## config.mk

```make
export PLATFORM = sky130hd
export DESIGN_NAME = luhn_card_brand_check_unit
export DESIGN_NICKNAME = d
export VERILOG_FILES = /design/src/lcb_pkg.sv /design/src/lcb_ctrl.sv /design/src/lcb_datapath.sv /design/src/luhn_card_brand_check_unit.sv
export SDC_FILE = /design/constraint.sdc
export NUM_CORES = 1
export LEC_CHECK = 0
export BUFFER_PORTS_ARGS = -buffer_cell sky130_fd_sc_hd__buf_2
export CAP_MARGIN = 20
export CORE_ASPECT_RATIO = 1.4
export CORE_MARGIN = 5
export CORE_UTILIZATION = 42
export DETAILED_ROUTE_END_ITERATION = 10
export MAX_ROUTING_LAYER = met4
export PLACE_DENSITY = 0.61
export SYNTH_ARGS = -nofsm -noshare
export SYNTH_HDL_FRONTEND = slang
export SYNTH_SLANG_ARGS = --single-unit
```

## constraint.sdc

```tcl
create_clock -name clk -period 4.8 [get_ports clk]
set_clock_uncertainty 0.2 [all_clocks]
set_input_delay 0.72 -clock clk [delete_from_list [all_inputs] [get_ports clk]]
set_output_delay 0.72 -clock clk [all_outputs]
set_load 0.05 [all_outputs]
```

## src/lcb_pkg.sv

```systemverilog
package lcb_pkg;

    localparam int CARD_W      = 63;
    localparam int NUM_DIGITS  = 19;
    localparam int BCD_W       = 4 * NUM_DIGITS;
    localparam int BIT_CNT_W   = $clog2(CARD_W);
    localparam int DIGIT_IDX_W = $clog2(NUM_DIGITS + 1);
    localparam int IN_DATA_W   = ((CARD_W + 7) / 8) * 8;
    localparam int OUT_DATA_W  = 8;

    localparam logic [BIT_CNT_W-1:0]   LAST_BIT   = BIT_CNT_W'(CARD_W - 1);
    localparam logic [DIGIT_IDX_W-1:0] LAST_DIGIT = DIGIT_IDX_W'(NUM_DIGITS - 1);

    localparam logic [1:0] BRAND_INVALID    = 2'd0;
    localparam logic [1:0] BRAND_AMEX       = 2'd1;
    localparam logic [1:0] BRAND_MASTERCARD = 2'd2;
    localparam logic [1:0] BRAND_VISA       = 2'd3;

    localparam logic [4:0] AMEX_LEN  = 5'd15;
    localparam logic [4:0] MC_LEN    = 5'd16;
    localparam logic [4:0] VISA_LEN1 = 5'd13;
    localparam logic [4:0] VISA_LEN2 = 5'd16;

    typedef struct packed {
        logic                   load;
        logic                   conv_step;
        logic                   scan_step;
        logic                   emit;
        logic [DIGIT_IDX_W-1:0] digit_idx;
    } dp_cmd_t;

endpackage

```

## src/lcb_ctrl.sv

```systemverilog
module lcb_ctrl (
    input  logic             clk,
    input  logic             rst_n,
    input  logic             s_tvalid,
    output logic             s_tready,
    input  logic             m_tready,
    output logic             m_tvalid,
    output lcb_pkg::dp_cmd_t cmd
);

    typedef enum logic [1:0] {
        ST_IDLE,
        ST_CONV,
        ST_SCAN,
        ST_FINISH
    } state_t;

    state_t                          state_reg;
    logic [lcb_pkg::BIT_CNT_W-1:0]   bit_cnt_reg;
    logic [lcb_pkg::DIGIT_IDX_W-1:0] digit_cnt_reg;
    logic                            m_tvalid_reg;
    logic                            out_free;

    assign out_free = !m_tvalid_reg || m_tready;
    assign s_tready = (state_reg == ST_IDLE);
    assign m_tvalid = m_tvalid_reg;

    always_comb
    begin
        cmd           = '0;
        cmd.load      = (state_reg == ST_IDLE) && s_tvalid;
        cmd.conv_step = (state_reg == ST_CONV);
        cmd.scan_step = (state_reg == ST_SCAN);
        cmd.emit      = (state_reg == ST_FINISH) && out_free;
        cmd.digit_idx = digit_cnt_reg;
    end

    always_ff @(posedge clk or negedge rst_n)
    begin
        if (!rst_n)
        begin
            state_reg     <= ST_IDLE;
            bit_cnt_reg   <= '0;
            digit_cnt_reg <= '0;
            m_tvalid_reg  <= 1'b0;
        end
        else
        begin
            if (cmd.emit)
                m_tvalid_reg <= 1'b1;
            else if (m_tready)
                m_tvalid_reg <= 1'b0;
            unique case (state_reg)
                ST_IDLE:
                begin
                    bit_cnt_reg   <= '0;
                    digit_cnt_reg <= '0;
                    if (s_tvalid)
                        state_reg <= ST_CONV;
                end
                ST_CONV:
                begin
                    bit_cnt_reg <= bit_cnt_reg + 1'b1;
                    if (bit_cnt_reg == lcb_pkg::LAST_BIT)
                        state_reg <= ST_SCAN;
                end
                ST_SCAN:
                begin
                    digit_cnt_reg <= digit_cnt_reg + 1'b1;
                    if (digit_cnt_reg == lcb_pkg::LAST_DIGIT)
                        state_reg <= ST_FINISH;
                end
                ST_FINISH:
                begin
                    // hold here while the previous result is still unclaimed
                    if (out_free)
                        state_reg <= ST_IDLE;
                end
                default:
                begin
                    state_reg <= ST_IDLE;
                end
            endcase
        end
    end

endmodule

```

## src/lcb_datapath.sv

```systemverilog
module lcb_datapath (
    input  logic                         clk,
    input  logic [lcb_pkg::CARD_W-1:0]   card_value,
    input  lcb_pkg::dp_cmd_t             cmd,
    output logic                         luhn_ok,
    output logic [4:0]                   card_len,
    output logic [1:0]                   brand
);

    logic [lcb_pkg::CARD_W-1:0] bin_reg;
    logic [lcb_pkg::BCD_W-1:0]  bcd_reg;
    logic [lcb_pkg::BCD_W-1:0]  bcd_adj;
    logic [3:0]                 sum_reg;
    logic                       dbl_reg;
    logic [3:0]                 prev_reg;
    logic [3:0]                 lead_hi_reg;
    logic [3:0]                 lead_lo_reg;
    logic [4:0]                 cnt_reg;
    logic                       luhn_ok_reg;
    logic [4:0]                 card_len_reg;
    logic [1:0]                 brand_reg;

    logic [3:0] cur_digit;
    logic [4:0] weighted;
    logic [4:0] sum_raw;
    logic [3:0] sum_next;
    logic       ok_now;
    logic [1:0] brand_next;

    // add-3 correction on every bcd digit ahead of the shift
    always_comb
    begin
        for (int i = 0; i < lcb_pkg::NUM_DIGITS; i++)
        begin
            if (bcd_reg[4*i +: 4] >= 4'd5)
                bcd_adj[4*i +: 4] = bcd_reg[4*i +: 4] + 4'd3;
            else
                bcd_adj[4*i +: 4] = bcd_reg[4*i +: 4];
        end
    end

    assign cur_digit = bcd_reg[3:0];

    always_comb
    begin
        if (dbl_reg)
        begin
            weighted = {cur_digit, 1'b0};
            if (weighted > 5'd9)
                weighted = weighted - 5'd9;
        end
        else
        begin
            weighted = {1'b0, cur_digit};
        end
        sum_raw = {1'b0, sum_reg} + weighted;
        if (sum_raw >= 5'd10)
            sum_next = 4'(sum_raw - 5'd10);
        else
            sum_next = sum_raw[3:0];
    end

    assign ok_now = (sum_reg == 4'd0);

    always_comb
    begin
        brand_next = lcb_pkg::BRAND_INVALID;
        if (ok_now)
        begin
            priority if (cnt_reg == lcb_pkg::AMEX_LEN && lead_hi_reg == 4'd3
                         && (lead_lo_reg == 4'd4 || lead_lo_reg == 4'd7))
                brand_next = lcb_pkg::BRAND_AMEX;
            else if (cnt_reg == lcb_pkg::MC_LEN && lead_hi_reg == 4'd5
                     && lead_lo_reg >= 4'd1 && lead_lo_reg <= 4'd5)
                brand_next = lcb_pkg::BRAND_MASTERCARD;
            else if ((cnt_reg == lcb_pkg::VISA_LEN1 || cnt_reg == lcb_pkg::VISA_LEN2)
                     && lead_hi_reg == 4'd4)
                brand_next = lcb_pkg::BRAND_VISA;
            else
                brand_next = lcb_pkg::BRAND_INVALID;
        end
    end

    always_ff @(posedge clk)
    begin
        if (cmd.load)
        begin
            bin_reg     <= card_value;
            bcd_reg     <= '0;
            sum_reg     <= '0;
            dbl_reg     <= 1'b0;
            prev_reg    <= '0;
            lead_hi_reg <= '0;
            lead_lo_reg <= '0;
            cnt_reg     <= '0;
        end
        else if (cmd.conv_step)
        begin
            bcd_reg <= {bcd_adj[lcb_pkg::BCD_W-2:0], bin_reg[lcb_pkg::CARD_W-1]};
            bin_reg <= {bin_reg[lcb_pkg::CARD_W-2:0], 1'b0};
        end
        else if (cmd.scan_step)
        begin
            // least significant digit first; the highest nonzero one sets length and prefix
            bcd_reg  <= {4'd0, bcd_reg[lcb_pkg::BCD_W-1:4]};
            sum_reg  <= sum_next;
            dbl_reg  <= !dbl_reg;
            prev_reg <= cur_digit;
            if (cur_digit != 4'd0)
            begin
                cnt_reg     <= 5'(cmd.digit_idx) + 5'd1;
                lead_hi_reg <= cur_digit;
                lead_lo_reg <= prev_reg;
            end
        end
        if (cmd.emit)
        begin
            luhn_ok_reg  <= ok_now;
            card_len_reg <= cnt_reg;
            brand_reg    <= brand_next;
        end
    end

    assign luhn_ok  = luhn_ok_reg;
    assign card_len = card_len_reg;
    assign brand    = brand_reg;

endmodule

```

## src/luhn_card_brand_check_unit.sv

```systemverilog
// luhn check and card brand recognition on a binary card number
//
// input channel s_*: one beat carries a card number (63 bits, zero padded
// to 64). output channel m_*: one beat per input carries the luhn flag,
// the decimal digit count and the brand code.
//
// each number is converted to bcd one bit per cycle by the shift-and-add-3
// loop, then its 19 digits are scanned one per cycle for the weighted digit
// sum, the length and the two leading digits, then the result register is
// loaded once it is free.
//
// s_tready is high only while no number is being worked on. a finished
// result waits in the output register, so the next number is accepted and
// converted while the receiver stalls; only its own result waits for the
// register to be freed.
//
// reset clears the controller: no result pending, input ready.
module luhn_card_brand_check_unit (
    input  logic                             clk,
    input  logic                             rst_n,
    input  logic                             s_tvalid,
    output logic                             s_tready,
    input  logic [lcb_pkg::IN_DATA_W-1:0]    s_tdata,   // [62:0] card_value
    output logic                             m_tvalid,
    input  logic                             m_tready,
    output logic [lcb_pkg::OUT_DATA_W-1:0]   m_tdata    // [0] luhn_ok, [5:1] card_len,
                                                        // [7:6] brand
);

    lcb_pkg::dp_cmd_t cmd;
    logic             luhn_ok;
    logic [4:0]       card_len;
    logic [1:0]       brand;

    lcb_ctrl u_ctrl (
        .clk      (clk),
        .rst_n    (rst_n),
        .s_tvalid (s_tvalid),
        .s_tready (s_tready),
        .m_tready (m_tready),
        .m_tvalid (m_tvalid),
        .cmd      (cmd)
    );

    lcb_datapath u_datapath (
        .clk        (clk),
        .card_value (s_tdata[lcb_pkg::CARD_W-1:0]),
        .cmd        (cmd),
        .luhn_ok    (luhn_ok),
        .card_len   (card_len),
        .brand      (brand)
    );

    assign m_tdata = {brand, card_len, luhn_ok};

endmodule
```

==> summary.md <==
| Metric | Value |
|---|---|
| Chip Width | `140 um` |
| Initial antenna violation count | `0` |
| Async set or reset register ratio after synthesis | `0.0765` |
| R2r setup slk | `1.19 ns` |
| Remaining global-route overflow | `0` |
| Top_reg_cell synth | `dfxtp_1` |
| Setup crit start kind | `register` |
| Crit Path Class | `reg -> reg` |
| DRC viols | `0` |
| Layout Cells excl Fill | `1519` |
| Antenna Nets Post-Route | `0` |
| Post-route clock period utilization | `0.753` |
| Max IR drop VDD | `0.357 mV` |
| Yosys warning count | `0` |
| Syn avg cell area | `8.49 um2` |
| Die area | `26700 um2` |
| Post-Route WL | `19700 um` |
| # fillers | `2277` |
| Yosys cell types | `51` |
| Cell area after synthesis | `9880 um2` |
| R2R depth | `16` |
| Vias/cell | `5.08` |
| Most frequent cells in the layout | `nand2_1, nor2_1, dfxtp_1` |
| Fin crit period | `3.61 ns` |
| CP required | `4.95 ns` |
| Placed insts | `1486` |
| Worst hold path endpoint | `u_datapath.lead_lo_reg[3]$_SDFFE_PP0P_` |
| Cell mode on critical path | `inv_1` |
| Worst stage delay on the critical path | `0.43 ns` |
| Routed len/inst | `13.0 um` |
| Post-CTS sizing | `0` |
| R2R Path End | `u_datapath.sum_reg[2]$_SDFFE_PP0P_` |
| H-tree levels | `4` |
| Die height | `191 um` |
| Mapped Cells | `1164` |
| Dpl hpwl | `13000 um` |
| RSZ-0062 raised after global routing | `no` |
| Synth Register Bits | `183` |
| Rel. slew slack | `0.360` |
| Std-Cell Rows | `66` |
| Max reg flops | `76` |
| Routability cong. | `0.804` |
| Num CTS Buffers | `17` |
| Outcome | `completed` |
| # IOs | `78` |
| Setup TNS | `0 ns` |
| CP endpoint kind | `register` |
| Core outline area | `23200 um2` |
| Hold depth | `2` |
| P&R area growth vs syn | `11.7%` |
| HP Class | `reg -> reg` |
| Reg clk slew, reported paths | `0.07 ns` |
| CP Launch Point | `u_datapath.bcd_reg[0]$_SDFFE_PP0P_` |
| Total track usage | `0.156` |
| Leak | `4.58 nW` |
| Seq/Total Area, Yosys | `0.450` |
| Worst-Margin Slew | `0.961 ns` |
| FMAX | `277 MHz` |
| Number of I/O port buffers | `76` |
| Crit Reg-Reg Startpoint | `u_datapath.bcd_reg[0]$_SDFFE_PP0P_` |
| Hold Fails Final Rpt | `0` |
| Diodes inserted | `0` |
| Layout cell share with drive strength beyond 1 | `0.101` |
| Max FO, Critical Path | `10` |
| Via count | `7717` |
| CP arrival | `3.76 ns` |
| CP Cell Sequence | `inv_1, ha_1, inv_1, a21oi_1, xnor2_1, nand2_1, o21ai_0, inv_1, fa_1, xnor2_1, inv_1, ha_1, o31ai_1, a22oi_2, or3_1, a31oi_1` |
| Clk buf depth | `2` |
| Fin. max-slew vios | `0` |
| Number of DRC markers in iteration 0 | `303` |
| TritonRoute pass-1 iters | `5` |
| Starting Density | `0.426` |
| Mapped Nets | `1284` |
| Worst Hold Launch | `u_datapath.prev_reg[3]$_SDFFE_PP0P_` |
| Sink Count | `183` |
| Commonest non-fill, non-tap cell in the layout | `nand2_1` |
| Final setup fails | `0` |
| Fin nets | `1320` |
| MaxCap Viol Count | `0` |
| Global-route wire length before repair | `34100 um` |
| CTS tree | `yes` |
| Worst-skew pair later-pin latency | `0.43 ns` |
| P per Cell Area | `803 nW/um2` |
| Vias in the first global route | `7435` |
| Clock Tree Root | `clkbuf_16` |
| CP max-delay cell | `fa_1` |
| Largest net degree at the start of global routing | `92` |
| Post-synth EDFFs | `71` |
==> layout make-up <==
class                           instances  area [um2]  share of cell area
Sequential cell                       183        4440               0.403
Clock inverter                          8        71.3             0.00647
Tap cell                              306         383              0.0347
Multi-Input combinational cell        847        4920               0.446
Timing Repair Buffer                   83         460              0.0417
Clock buffer                           24         494              0.0448
Inverter                               68         255              0.0231
==> through the flow <==
stage | power (mW) | area, um2 | setup WS, ns | hold WS, ns | utilization
floorplan | 6.66 | 9880 | 1.18 | 0.224 | -
global placement | 7.49 | 10500 | 1.21 | 0.238 | 0.451
detailed placement | 7.59 | 10500 | 1.16 | 0.243 | 0.451
CTS | 8.98 | 11000 | 1.15 | 0.256 | 0.475
global route | 9.74 | 11000 | 0.800 | 0.274 | 0.475
finish | 8.85 | 11000 | 1.19 | 0.251 | 0.475
==> cells by family (layout without fill, tap and decap cells) <==
family	after synthesis	count (layout)	synth area share
fa+ha+maj	52	52	0.0666
buf+inv	134	183	0.0552
simple gates	482	482	0.207
compound gates	242	242	0.153
mux	40	40	0.0407
flops	183	183	0.450
xor+xnor	31	31	0.0275
==> per-layer routing <==
metal | GRT usage | vias to the layer above | part of all wire
met2 | 0.277 | 72 | 0.51
li1 | - | 4043 | -
met1 | 0.174 | 3584 | 0.45
met5 | - | - | 0
met4 | 0.0507 | 0 | 0.014
met3 | 0.0330 | 18 | 0.028
==> worst max-delay path: cells and delay by family, from the launching register on <==
family                   cells  cell delay [ns]
AND/OR/NAND/NOR              2             0.38
XOR/XNOR                     2             0.42
AO/OA/AOI/OAI                5             0.73
flip-flops                   1             0.41
adder cells (fa/ha/maj)      3             1.01
buffers and inverters        4             0.38
==> how the worst max path moves through the flow <==
stage,to,slack (ns),depth (start not counted)
2_1_floorplan,u_datapath.bin_reg[0]$_SDFFCE_PN0P_,1.18,6
3_3_place_gp,u_datapath.sum_reg[2]$_SDFFE_PP0P_,1.21,16
3_5_place_dp,u_datapath.sum_reg[2]$_SDFFE_PP0P_,1.16,16
4_1_cts,u_datapath.sum_reg[2]$_SDFFE_PP0P_,1.15,16
5_1_grt,u_datapath.sum_reg[2]$_SDFFE_PP0P_,0.80,16
6_report,u_datapath.sum_reg[2]$_SDFFE_PP0P_,1.19,16
==> synth_stat cells, types with 2 or more instances <==
library cell	count	share of area
nor4_1	3	0.0019
inv_1	67	0.025
nor2_1	125	0.047
nor3b_1	2	0.0015
a21oi_1	60	0.030
o31ai_1	22	0.017
nand2b_1	41	0.026
and2_1	4	0.0025
buf_6	4	0.0046
buf_2	3	0.0015
a22o_1	2	0.0018
a22oi_1	18	0.014
xor2_1	4	0.0035
nand2_1	249	0.095
mux2i_1	39	0.040
or3_1	2	0.0013
nor3_1	3	0.0015
xnor2_1	27	0.024
clkbuf_1	47	0.018
buf_1	9	0.0034
nand4_1	3	0.0019
o21ai_0	56	0.028
dfxtp_1	98	0.20
a31oi_1	17	0.011
nand4b_1	2	0.0018
edfxtp_1	71	0.22
nand3_1	41	0.021
a211oi_1	41	0.031
o21a_1	18	0.014
dfrtp_1	14	0.035
buf_4	2	0.0015
ha_1	51	0.065
==> power breakdown <==
part / switching [mW] / leakage (nW) / internal (mW)
logic: 2.59 / 2.61 / 1.78
clock network: 0.584 / 0.284 / 0.773
registers: 0.581 / 1.68 / 2.55
==> what timing repair did <==
item	4_1_cts	5_1_grt
hold buffers	1	0
hold endpoints to repair	14	0
setup buffers	0	0
Power figures use the tool's default switching activity.
